===== config.mk =====
export PLATFORM = sky130hd
export DESIGN_NAME = periodic_task_release_table_unit
export DESIGN_NICKNAME = d
export VERILOG_FILES = /design/src/rtl/ptrt_pkg.sv /design/src/rtl/periodic_task_release_table_unit.sv
export SDC_FILE = /design/constraint.sdc
export NUM_CORES = 2
export LEC_CHECK = 0
export CAP_MARGIN = 20
export CORE_MARGIN = 2
export CORE_UTILIZATION = 65
export CTS_BUF_LIST = sky130_fd_sc_hd__clkbuf_8
export CTS_CLUSTER_DIAMETER = 200
export DETAILED_ROUTE_END_ITERATION = 8
export DONT_BUFFER_PORTS = 1
export HOLD_SLACK_MARGIN = 0.12
export PLACE_DENSITY_LB_ADDON = 0.3
export SKIP_LAST_GASP = 1
export SYNTH_ARGS = -nofsm -noshare
export SYNTH_HDL_FRONTEND = slang
export SYNTH_SLANG_ARGS = --single-unit

===== constraint.sdc =====
create_clock -name clk -period 7.7 [get_ports clk]
set_clock_uncertainty 0.1 [all_clocks]
set_input_delay 0 -clock clk [delete_from_list [all_inputs] [get_ports clk]]
set_output_delay 0 -clock clk [all_outputs]
set_load 0.005 [all_outputs]

===== src/rtl/ptrt_pkg.sv =====
// ----------------------------------------------------------------------------
// Periodic task release table: shared definitions
// Field widths, operation and status codes, and the transaction structs.
// ----------------------------------------------------------------------------
package ptrt_pkg;

  localparam int unsigned TIME_W     = 32;
  localparam int unsigned TASK_ID_W  = 4;
  localparam int unsigned KIND_W     = 2;
  localparam int unsigned STATUS_W   = 2;
  localparam int unsigned TASK_SLOTS = 16;

  localparam logic [KIND_W-1:0] KIND_CREATE = 2'd0;
  localparam logic [KIND_W-1:0] KIND_TICK   = 2'd1;
  localparam logic [KIND_W-1:0] KIND_DELAY  = 2'd2;

  localparam logic [STATUS_W-1:0] ST_DISPATCHED = 2'd0;
  localparam logic [STATUS_W-1:0] ST_CREATED    = 2'd1;
  localparam logic [STATUS_W-1:0] ST_FULL       = 2'd2;
  localparam logic [STATUS_W-1:0] ST_NONE_DUE   = 2'd3;

  typedef struct packed {
    logic [KIND_W-1:0]    kind;
    logic [TIME_W-1:0]    now_ms;
    logic [TIME_W-1:0]    interval_ms;
    logic [TIME_W-1:0]    delay_ms;
    logic [TASK_ID_W-1:0] task_id;
  } ptrt_in_t;

  typedef struct packed {
    logic [TASK_ID_W-1:0] task_id_res;
    logic [STATUS_W-1:0]  status;
    logic                 last;
  } ptrt_out_t;

  // One table entry: period and next release time.
  typedef struct packed {
    logic [TIME_W-1:0] period;
    logic [TIME_W-1:0] rel_time;
  } ptrt_entry_t;

endpackage


===== src/rtl/periodic_task_release_table_unit.sv =====
// ----------------------------------------------------------------------------
// Periodic task release table unit
// Task table held in one synchronous memory; a tick scans one entry a cycle.
// ----------------------------------------------------------------------------
// Create: result in the cycle after the transaction, busy stays low.
// Delay on a created task: busy for one cycle after the transaction (entry
// read as it is accepted, then written back if its period is zero), no result.
// Tick over N tasks: busy while one entry a cycle is read and checked;
// results come at most one a cycle, the last marked by last.
// Reset (synchronous, active low) empties the table; entries are not cleared.
module periodic_task_release_table_unit #(
  parameter int unsigned TASK_SLOTS = ptrt_pkg::TASK_SLOTS
) (
  input  logic                clk,
  input  logic                rst_n,
  input  logic                start,
  output logic                busy,
  input  ptrt_pkg::ptrt_in_t  in_data,
  output logic                out_valid,
  output ptrt_pkg::ptrt_out_t out_data
);
  import ptrt_pkg::*;

  localparam int unsigned IDX_W = (TASK_SLOTS > 1) ? $clog2(TASK_SLOTS) : 1;
  localparam int unsigned CNT_W = $clog2(TASK_SLOTS + 1);
  localparam int unsigned CMP_W = (CNT_W > TASK_ID_W) ? CNT_W : TASK_ID_W;

  typedef enum logic [1:0] {
    S_IDLE,
    S_DELAY,
    S_SCAN
  } state_t;

  ptrt_entry_t mem [TASK_SLOTS];
  ptrt_entry_t rd_data_r;

  state_t            state_r, state_nxt;
  logic [CNT_W-1:0]  count_r, count_nxt;
  logic [TIME_W-1:0] now_r, now_nxt;
  logic [TIME_W-1:0] delay_r, delay_nxt;
  logic [IDX_W-1:0]  idx_r, idx_nxt;
  logic [CNT_W-1:0]  rd_idx_r, rd_idx_nxt;
  logic              eval_vld_r, eval_vld_nxt;
  logic [IDX_W-1:0]  eval_idx_r, eval_idx_nxt;
  logic              held_vld_r, held_vld_nxt;
  logic [IDX_W-1:0]  held_idx_r, held_idx_nxt;
  logic              out_valid_r, out_valid_nxt;
  ptrt_out_t         out_r, out_nxt;

  logic              rd_en, wr_en, issue, due;
  logic [IDX_W-1:0]  rd_addr, wr_addr;
  ptrt_entry_t       wr_data;

  assign busy      = (state_r != S_IDLE);
  assign out_valid = out_valid_r;
  assign out_data  = out_r;

  assign issue = (rd_idx_r < count_r);
  assign due   = (now_r >= rd_data_r.rel_time);

  always_comb begin
    state_nxt     = state_r;
    count_nxt     = count_r;
    now_nxt       = now_r;
    delay_nxt     = delay_r;
    idx_nxt       = idx_r;
    rd_idx_nxt    = rd_idx_r;
    eval_vld_nxt  = eval_vld_r;
    eval_idx_nxt  = eval_idx_r;
    held_vld_nxt  = held_vld_r;
    held_idx_nxt  = held_idx_r;
    out_valid_nxt = 1'b0;
    out_nxt       = out_r;
    rd_en         = 1'b0;
    rd_addr       = rd_idx_r[IDX_W-1:0];
    wr_en         = 1'b0;
    wr_addr       = eval_idx_r;
    wr_data       = rd_data_r;

    unique case (state_r)
      S_IDLE: begin
        if (start) begin
          now_nxt = in_data.now_ms;
          unique case (in_data.kind)
            KIND_CREATE: begin
              out_valid_nxt = 1'b1;
              out_nxt.last  = 1'b1;
              if (count_r < CNT_W'(TASK_SLOTS)) begin
                wr_en               = 1'b1;
                wr_addr             = count_r[IDX_W-1:0];
                wr_data.period      = in_data.interval_ms;
                wr_data.rel_time    = in_data.now_ms;
                count_nxt           = count_r + CNT_W'(1);
                out_nxt.task_id_res = TASK_ID_W'(count_r);
                out_nxt.status      = ST_CREATED;
              end else begin
                out_nxt.task_id_res = '0;
                out_nxt.status      = ST_FULL;
              end
            end
            KIND_TICK: begin
              rd_idx_nxt   = '0;
              eval_vld_nxt = 1'b0;
              held_vld_nxt = 1'b0;
              state_nxt    = S_SCAN;
            end
            KIND_DELAY: begin
              if (CMP_W'(in_data.task_id) < CMP_W'(count_r)) begin
                rd_en     = 1'b1;
                rd_addr   = IDX_W'(in_data.task_id);
                idx_nxt   = IDX_W'(in_data.task_id);
                delay_nxt = in_data.delay_ms;
                state_nxt = S_DELAY;
              end
            end
            default: begin
            end
          endcase
        end
      end
      S_DELAY: begin
        // A periodic task would be re-armed after dispatch anyway.
        if (rd_data_r.period == '0) begin
          wr_en            = 1'b1;
          wr_addr          = idx_r;
          wr_data.rel_time = now_r + delay_r;
        end
        state_nxt = S_IDLE;
      end
      S_SCAN: begin
        if (issue) begin
          rd_en        = 1'b1;
          rd_idx_nxt   = rd_idx_r + CNT_W'(1);
          eval_idx_nxt = rd_idx_r[IDX_W-1:0];
        end
        eval_vld_nxt = issue;
        if (eval_vld_r) begin
          if (due) begin
            if (rd_data_r.period != '0) begin
              wr_en            = 1'b1;
              wr_data.rel_time = now_r + rd_data_r.period;
            end
            // The previous due task is only sent once another one is found,
            // so that the final transaction can carry last.
            if (held_vld_r) begin
              out_valid_nxt       = 1'b1;
              out_nxt.task_id_res = TASK_ID_W'(held_idx_r);
              out_nxt.status      = ST_DISPATCHED;
              out_nxt.last        = 1'b0;
            end
            held_vld_nxt = 1'b1;
            held_idx_nxt = eval_idx_r;
          end
        end else if (!issue) begin
          out_valid_nxt = 1'b1;
          out_nxt.last  = 1'b1;
          if (held_vld_r) begin
            out_nxt.task_id_res = TASK_ID_W'(held_idx_r);
            out_nxt.status      = ST_DISPATCHED;
          end else begin
            out_nxt.task_id_res = '0;
            out_nxt.status      = ST_NONE_DUE;
          end
          state_nxt = S_IDLE;
        end
      end
      default: begin
        state_nxt = S_IDLE;
      end
    endcase
  end

  always_ff @(posedge clk) begin
    if (wr_en) begin
      mem[wr_addr] <= wr_data;
    end
    if (rd_en) begin
      rd_data_r <= mem[rd_addr];
    end
  end

  always_ff @(posedge clk) begin
    if (!rst_n) begin
      state_r     <= S_IDLE;
      count_r     <= '0;
      eval_vld_r  <= 1'b0;
      held_vld_r  <= 1'b0;
      rd_idx_r    <= '0;
      out_valid_r <= 1'b0;
    end else begin
      state_r     <= state_nxt;
      count_r     <= count_nxt;
      eval_vld_r  <= eval_vld_nxt;
      held_vld_r  <= held_vld_nxt;
      rd_idx_r    <= rd_idx_nxt;
      out_valid_r <= out_valid_nxt;
      now_r       <= now_nxt;
      delay_r     <= delay_nxt;
      idx_r       <= idx_nxt;
      eval_idx_r  <= eval_idx_nxt;
      held_idx_r  <= held_idx_nxt;
      out_r       <= out_nxt;
    end
  end

  a_count_bound: assert property (@(posedge clk) disable iff (!rst_n)
    count_r <= CNT_W'(TASK_SLOTS))
    else $error("task count beyond table size");

  a_no_rw_clash: assert property (@(posedge clk) disable iff (!rst_n)
    (rd_en && wr_en) |-> (rd_addr != wr_addr))
    else $error("read and write-back hit the same entry");

  a_full_report: assert property (@(posedge clk) disable iff (!rst_n)
    (start && !busy && in_data.kind == KIND_CREATE && count_r == CNT_W'(TASK_SLOTS))
    |=> (out_valid && out_data.status == ST_FULL && out_data.last))
    else $error("full table not reported on create");

  a_none_due_last: assert property (@(posedge clk) disable iff (!rst_n)
    (out_valid && out_data.status == ST_NONE_DUE)
    |-> (out_data.last && out_data.task_id_res == '0 && !busy))
    else $error("nothing-due result malformed");

endmodule

Word-level counts from Yosys, hierarchy flattened
Memories as Yosys holds them, arrays and structs flattened. A register that Yosys moved wholly into a read port is not among the register bits.
Index checks and enable logic that the tools add are counted.
{"block": "totals", "ramBits": 1024, "memories": 1, "input_bits": 105, "output_inout_bits": 9, "reg_bits": 98, "word_cells": 121}
{"block": "op_classes", "n_mux": 65, "reduce_logical": 16, "n_eq_ne": 17, "n_addsub": 4, "order_cmp": 4}
{"memory": "mem", "depth": 16, "word_bits": 64, "rd": 1, "rd_clocked_by_memory_dff": 1, "wr": 1, "line": "periodic_task_release_table_unit.sv:34", "source": "ptrt_entry_t mem [TASK_SLOTS];"}
{"op": "2-to-1 mux 64 bit", "count": 3}
{"op": "2-to-1 mux 32 bit", "count": 5}
{"op": "case mux 32 bit (3 select lines)", "count": 1}
{"op": "adder 32 bit", "count": 2}
{"op": "2-to-1 mux 7 bit", "count": 6}
{"op": ">= comparator 32 bit", "count": 1}
{"op": "logical NOT 32 bit", "count": 1}
{"op": "2-to-1 mux 4 bit", "count": 8}
{"op": "nonzero test 32 bit", "count": 1}
{"op": "2-to-1 mux 1 bit", "count": 23}
{"op": "2-to-1 mux 5 bit", "count": 3}
{"op": "AND reduction 5 bit", "count": 3}
{"op": "case mux 7 bit (2 select lines)", "count": 1}
{"op": "2-to-1 mux 6 bit", "count": 2}
{"op": "inequality test 2 bit, second input constant", "count": 6}
{"op": "inequality test 3 bit, second input constant", "count": 4}
{"op": "AND reduction 4 bit", "count": 3}
{"op": "adder 5 x 1 -> 5 bit, second input constant", "count": 2}
{"op": "case mux 5 bit (2 select lines)", "count": 1}
{"op": "AND reduction 3 bit", "count": 3}
{"op": "2-to-1 mux 2 bit", "count": 4}
{"op": "case mux 1 bit (2 select lines)", "count": 4}
{"op": "case mux 2 bit (2 select lines)", "count": 2}
{"op": "case mux 4 bit (2 select lines)", "count": 1}
{"op": "11 further kinds", "count": 16}

Longest topological paths before layout
{"block": "logic_depth", "ltp_word": 7, "depth_mapped": 12}

Worst setup path after synthesis
No wires, ideal clock.
{"block": "synth_path", "kind": "register to register", "start": "reg now_r[7]", "end": "mem mem[2][0] (netlist bit), enable pin", "stages_incl_launch_ff": 11, "required_ps": 7114, "path_slack_ps": 2357, "synth_period_minus_slack_ps": 5343, "setup_time_ps": 486, "t_arrival_ps": 4757, "cell_sequence": "edfxtp_1 ha_1 nand2_1 nor4_1 a21oi_1 o311ai_1 o21a_1 nand2_1 a31oi_1 nand2_1 nor2_1"}
{"block": "synth_between", "elab_chain_len": 6}
{"element": "start, declared", "line": "periodic_task_release_table_unit.sv:39", "source": "logic [TIME_W-1:0] now_r, now_nxt;"}
{"element": "start signal, assigned", "line": "periodic_task_release_table_unit.sv:197", "source": "now_r <= now_nxt;"}
{"element": ">= comparator 32 bit", "line": "periodic_task_release_table_unit.sv:59", "source": "assign due = (now_r >= rd_data_r.rel_time);"}
{"element": "2-to-1 mux 1 bit", "line": "periodic_task_release_table_unit.sv:138", "source": "if (due) begin"}
{"element": "2-to-1 mux 1 bit", "line": "periodic_task_release_table_unit.sv:137", "source": "if (eval_vld_r) begin"}
{"element": "case mux 1 bit (3 select lines)", "line": "periodic_task_release_table_unit.sv:80", "source": "unique case (state_r)"}
{"element": "2-to-1 mux 1 bit", "line": "periodic_task_release_table_unit.sv:174", "source": "if (wr_en) begin"}
{"element": "2-to-1 mux 1 bit (implied by the code)", "line": "periodic_task_release_table_unit.sv:175", "source": "mem[wr_addr] <= wr_data;"}
{"element": "end, declared", "line": "periodic_task_release_table_unit.sv:34"}
No other way between the ends.

Worst setup path in the final report
{"block": "layout_path", "start": "reg state_r[0]", "end": "mem mem[13][20] (netlist bit), enable pin"}
{"block": "layout_between", "elab_chain_len": 4}
{"element": "start, declared", "line": "periodic_task_release_table_unit.sv:37", "source": "state_t state_r, state_nxt;"}
{"element": "start signal, assigned", "line": "periodic_task_release_table_unit.sv:191", "source": "state_r <= state_nxt;"}
{"element": "== test 2 bit, or another cell as far along", "line": "periodic_task_release_table_unit.sv:80"}
{"element": "case mux 1 bit (3 select lines)", "line": "periodic_task_release_table_unit.sv:80"}
{"element": "2-to-1 mux 1 bit", "line": "periodic_task_release_table_unit.sv:174"}
{"element": "2-to-1 mux 1 bit (implied by the code)", "line": "periodic_task_release_table_unit.sv:175"}
Parallel ways exist; a longest one is shown, timed or not.

==> impl_metrics.toml <==
[grt]
grt_pass1_vias = 30100
antenna_found_initial = 3
overflow = 0
globalRouteTotalUtil_pct = 36.7
grt_start_max_net_pins = 112
grt_pass1_wl_um = 205000

[clocking]
h-tree-depth = 4
cts_buffer_depth = 3
cts.clk_slew.worst_paths_ns = 0.07
cts_buffers = 181
cts-root-buf = "clkbuf_8"
cts.sinks = 1186
cts_tree = "done"
clock_latency_ns = 0.85

[power_and_ir_drop]
power_mw = 12.8
power.leakage_nw = 19.5
p_sw_mw = 2.92
power_frac_seq_pct = 56.1
p_per_area_mw_per_mm2 = 225
intPower_mw = 9.93
netSwitchingFraction_pct = 22.7
pwr-share-clk_pct = 38.5
pwr-share-comb_pct = 5.4
worst_ir_drop_vdd_mv = 0.189

[min_path]
worstHoldPathType = "primary input to register"
hold_start = "in_data[45]"
whs_path_depth = 3
whs_endpoint = "mem[15][41]"

[sta]
setup_violations = 0
fmax_mhz = 177
fin_ws_ns = 2.06
tightest_slew_ns = 1.40
slew_headroom_pct = 6.41
period_minus_slack_ns = 5.64
min_period_over_period_pct = 73.2
rsz0062_at_grt = "false"
fin_tns_setup_ns = 0
slew_violations = 0
hold_viol = 0

[routing]
wl_met3_um = 16700
vias = 30300
postRouteAntennaNets = 0
viasPerCell = 6.93
wl_per_cell_um = 32.5
topRoutingLayerUsed = "met5"
wl_met1_um = 50900
firstDrtPassIters = 9
finalWirelength_um = 142000
drt_drc_violations_left = 0
drt-initial-drc-count = 4867
dr_wl_met2_um = 66800

[critical_path]
reg2regPathDepth = 10
rrSetupSlack_ns = 2.06
critical_path.max_fanout = 55
setup.worst_path.class = "register to register"
path_cells = "buf_4 > inv_1 > nand2_1 > nor2_1 > inv_1 > nor2_1 > o311ai_1 > buf_4 > nor2_4 > buf_4"
critPathLaunchType = "register"
r2r-end = "mem[13][20]"
crit_cells = 10
max_stage_delay_ns = 0.87
crit_arrival_ns = 5.98
end_kind = "register"
cp_slowest_cell = "buf_4"
crit_buf_inv = 5
crit_family = "buffers and inverters"
worstPathRequired_ns = 8.05
r2r_start = "state_r[0]"
crit_path_frequent_cell = "buf_4"

[place]
pre_cts_slack_ns = 2.30
place_inst = 3863
io_buffers = 0
hpwl_um = 87800
gp_congestion = 1.04

[layout]
nFillCells = 4370
drive_gt1_share_pct = 18.2
regArea_mm2 = 0.0355
synthToLayoutAreaGrowth_pct = 13.9
instances_no_fill = 4379
num-nets-final = 3418
final_util_pct = 74.9
multiInputGateArea_mm2 = 0.0139

[yosys]
ys_seq_elements = 1186
netlist_instances = 2892
ys_warn_count = 0
yosys.cell_types.count = 71
avgSynthCellArea_um2 = 17.3
synth_commonest_cells = "edfxtp_1 (1171), nand2_1 (289), mux4_2 (256)"
syn-num-nets = 3102
yosysTopAreaCell = "edfxtp_1"
synthTopCellsByArea = "edfxtp_1 (70%), mux4_2 (12%), ha_1 (2.6%)"
synth_top_area_share_pct = 70.3
yosysMostFrequentCell = "edfxtp_1"
synth_edf_count = 1171
synth_seq_area_share_pct = 70.9
async_flop_share_pct = 0
synth_ff_type = "edfxtp_1"
syn_area_mm2 = 0.0500

[floorplan]
dieWidth_um = 281
die_h_um = 281
ios = 114
core_area_mm2 = 0.0761
initial_core_util_pct = 65.7
row_count = 101
die-area_mm2 = 0.0792

[job]
maxCapViolations = 0

[status]
outcome = "completed"
## cells in the final DEF, fill, tap and decap left out, types with 11 or more instances in the layout
| master | count |
|---|---|
| buf_12 | 13 |
| o21ai_0 | 75 |
| xnor2_1 | 29 |
| edfxtp_1 | 1171 |
| nor2b_1 | 12 |
| clkbuf_8 | 186 |
| o211ai_1 | 14 |
| nor3_1 | 20 |
| nand2b_1 | 18 |
| clkinv_2 | 18 |
| xor2_1 | 23 |
| a22oi_1 | 130 |
| o22ai_1 | 21 |
| a31oi_1 | 25 |
| ha_1 | 103 |
| clkinv_1 | 41 |
| dfxtp_1 | 13 |
| dlygate4sd3_1 | 184 |
| mux2i_1 | 19 |
| buf_4 | 61 |
| a21oi_1 | 133 |
| nor2_1 | 83 |
| o21a_1 | 14 |
| a21o_1 | 30 |
| nor2_4 | 18 |
| a211oi_1 | 14 |
| nand3_1 | 29 |
| nand2_1 | 289 |
| inv_1 | 119 |
| nor4_1 | 11 |
| mux4_2 | 256 |
## how the worst max path moves through the flow
stage	from	to	slack, ns
floorplan	now_r[7]	mem[2][0]	2.36
global placement	state_r[0]	mem[5][0]	2.38
detailed placement	state_r[0]	mem[13][19]	2.30
CTS	state_r[0]	mem[13][20]	2.29
global route	state_r[0]	mem[13][23]	1.98
finish	state_r[0]	mem[13][20]	2.06
## cell type report
| class | instances | share of cell area [%] |
|---|---|---|
| diodes | 3 | 0.0132 |
| multi-input cells | 1511 | 24.4 |
| repair buffers | 264 | 4.67 |
| clock inverters | 136 | 1.46 |
| clock buffers | 185 | 4.47 |
| flip-flops and latches | 1186 | 62.3 |
| well taps | 1030 | 2.26 |
| inverters | 64 | 0.422 |
## cells by family after synthesis
group           Yosys count  synth area share (%)
flops                  1186                  70.9
xor+xnor                 52                 0.911
buf+inv                 195                  1.75
fa+ha+maj               105                  2.66
simple gates            524                  4.50
mux                     281                  12.0
compound gates          549                  7.23
## state kept, by name (all words and copies together), names as in the netlist
name        cells
eval_idx_r      4
delay_r        32
idx_r           4
out_data        7
count_r         5
out_valid       1
rd_idx_r        5
rd_data_r      64
mem          1024
now_r          32
state_r         2
held_idx_r      4
eval_vld_r      1
held_vld_r      1
## power groups by stage
stage               Sequential (mW)  Combinational [mW]  Clock [mW]
floorplan                      7.32               0.370           0
global placement               7.33               0.556           0
detailed placement             7.33               0.575           0
CTS                            7.20               0.668        4.96
global route                   7.20               0.731        5.25
finish                         7.20               0.695        4.95
## tightest hold or removal path, stage by stage
cell           delay (ns)
dlygate4sd3_1        0.52
nand2_1              0.06
nand2_1              0.33
## stage by stage
stage               instance area (um^2)  hold slack (ns)
floorplan                          50000         -0.00113
global placement                   51500         -0.00106
detailed placement                 51600         -0.00108
CTS                                56900            0.123
global route                       57000            0.211
finish                             57000            0.186
## timing repair
item                                    4_1_cts  5_1_grt
endpoints found under the setup margin        0        0
gates resized for setup                       0        0
hold buffers                                183        1
setup buffers                                 0        0
hold endpoints to repair                   1180        7
## layer usage
layer	GRT usage, %	up-vias
met5	0	-
met4	17.9	4
met3	7.44	383
met2	56.9	2322
met1	51.0	15300
li1	-	12400
No activity file was read; power rests on OpenSTA's default activity.
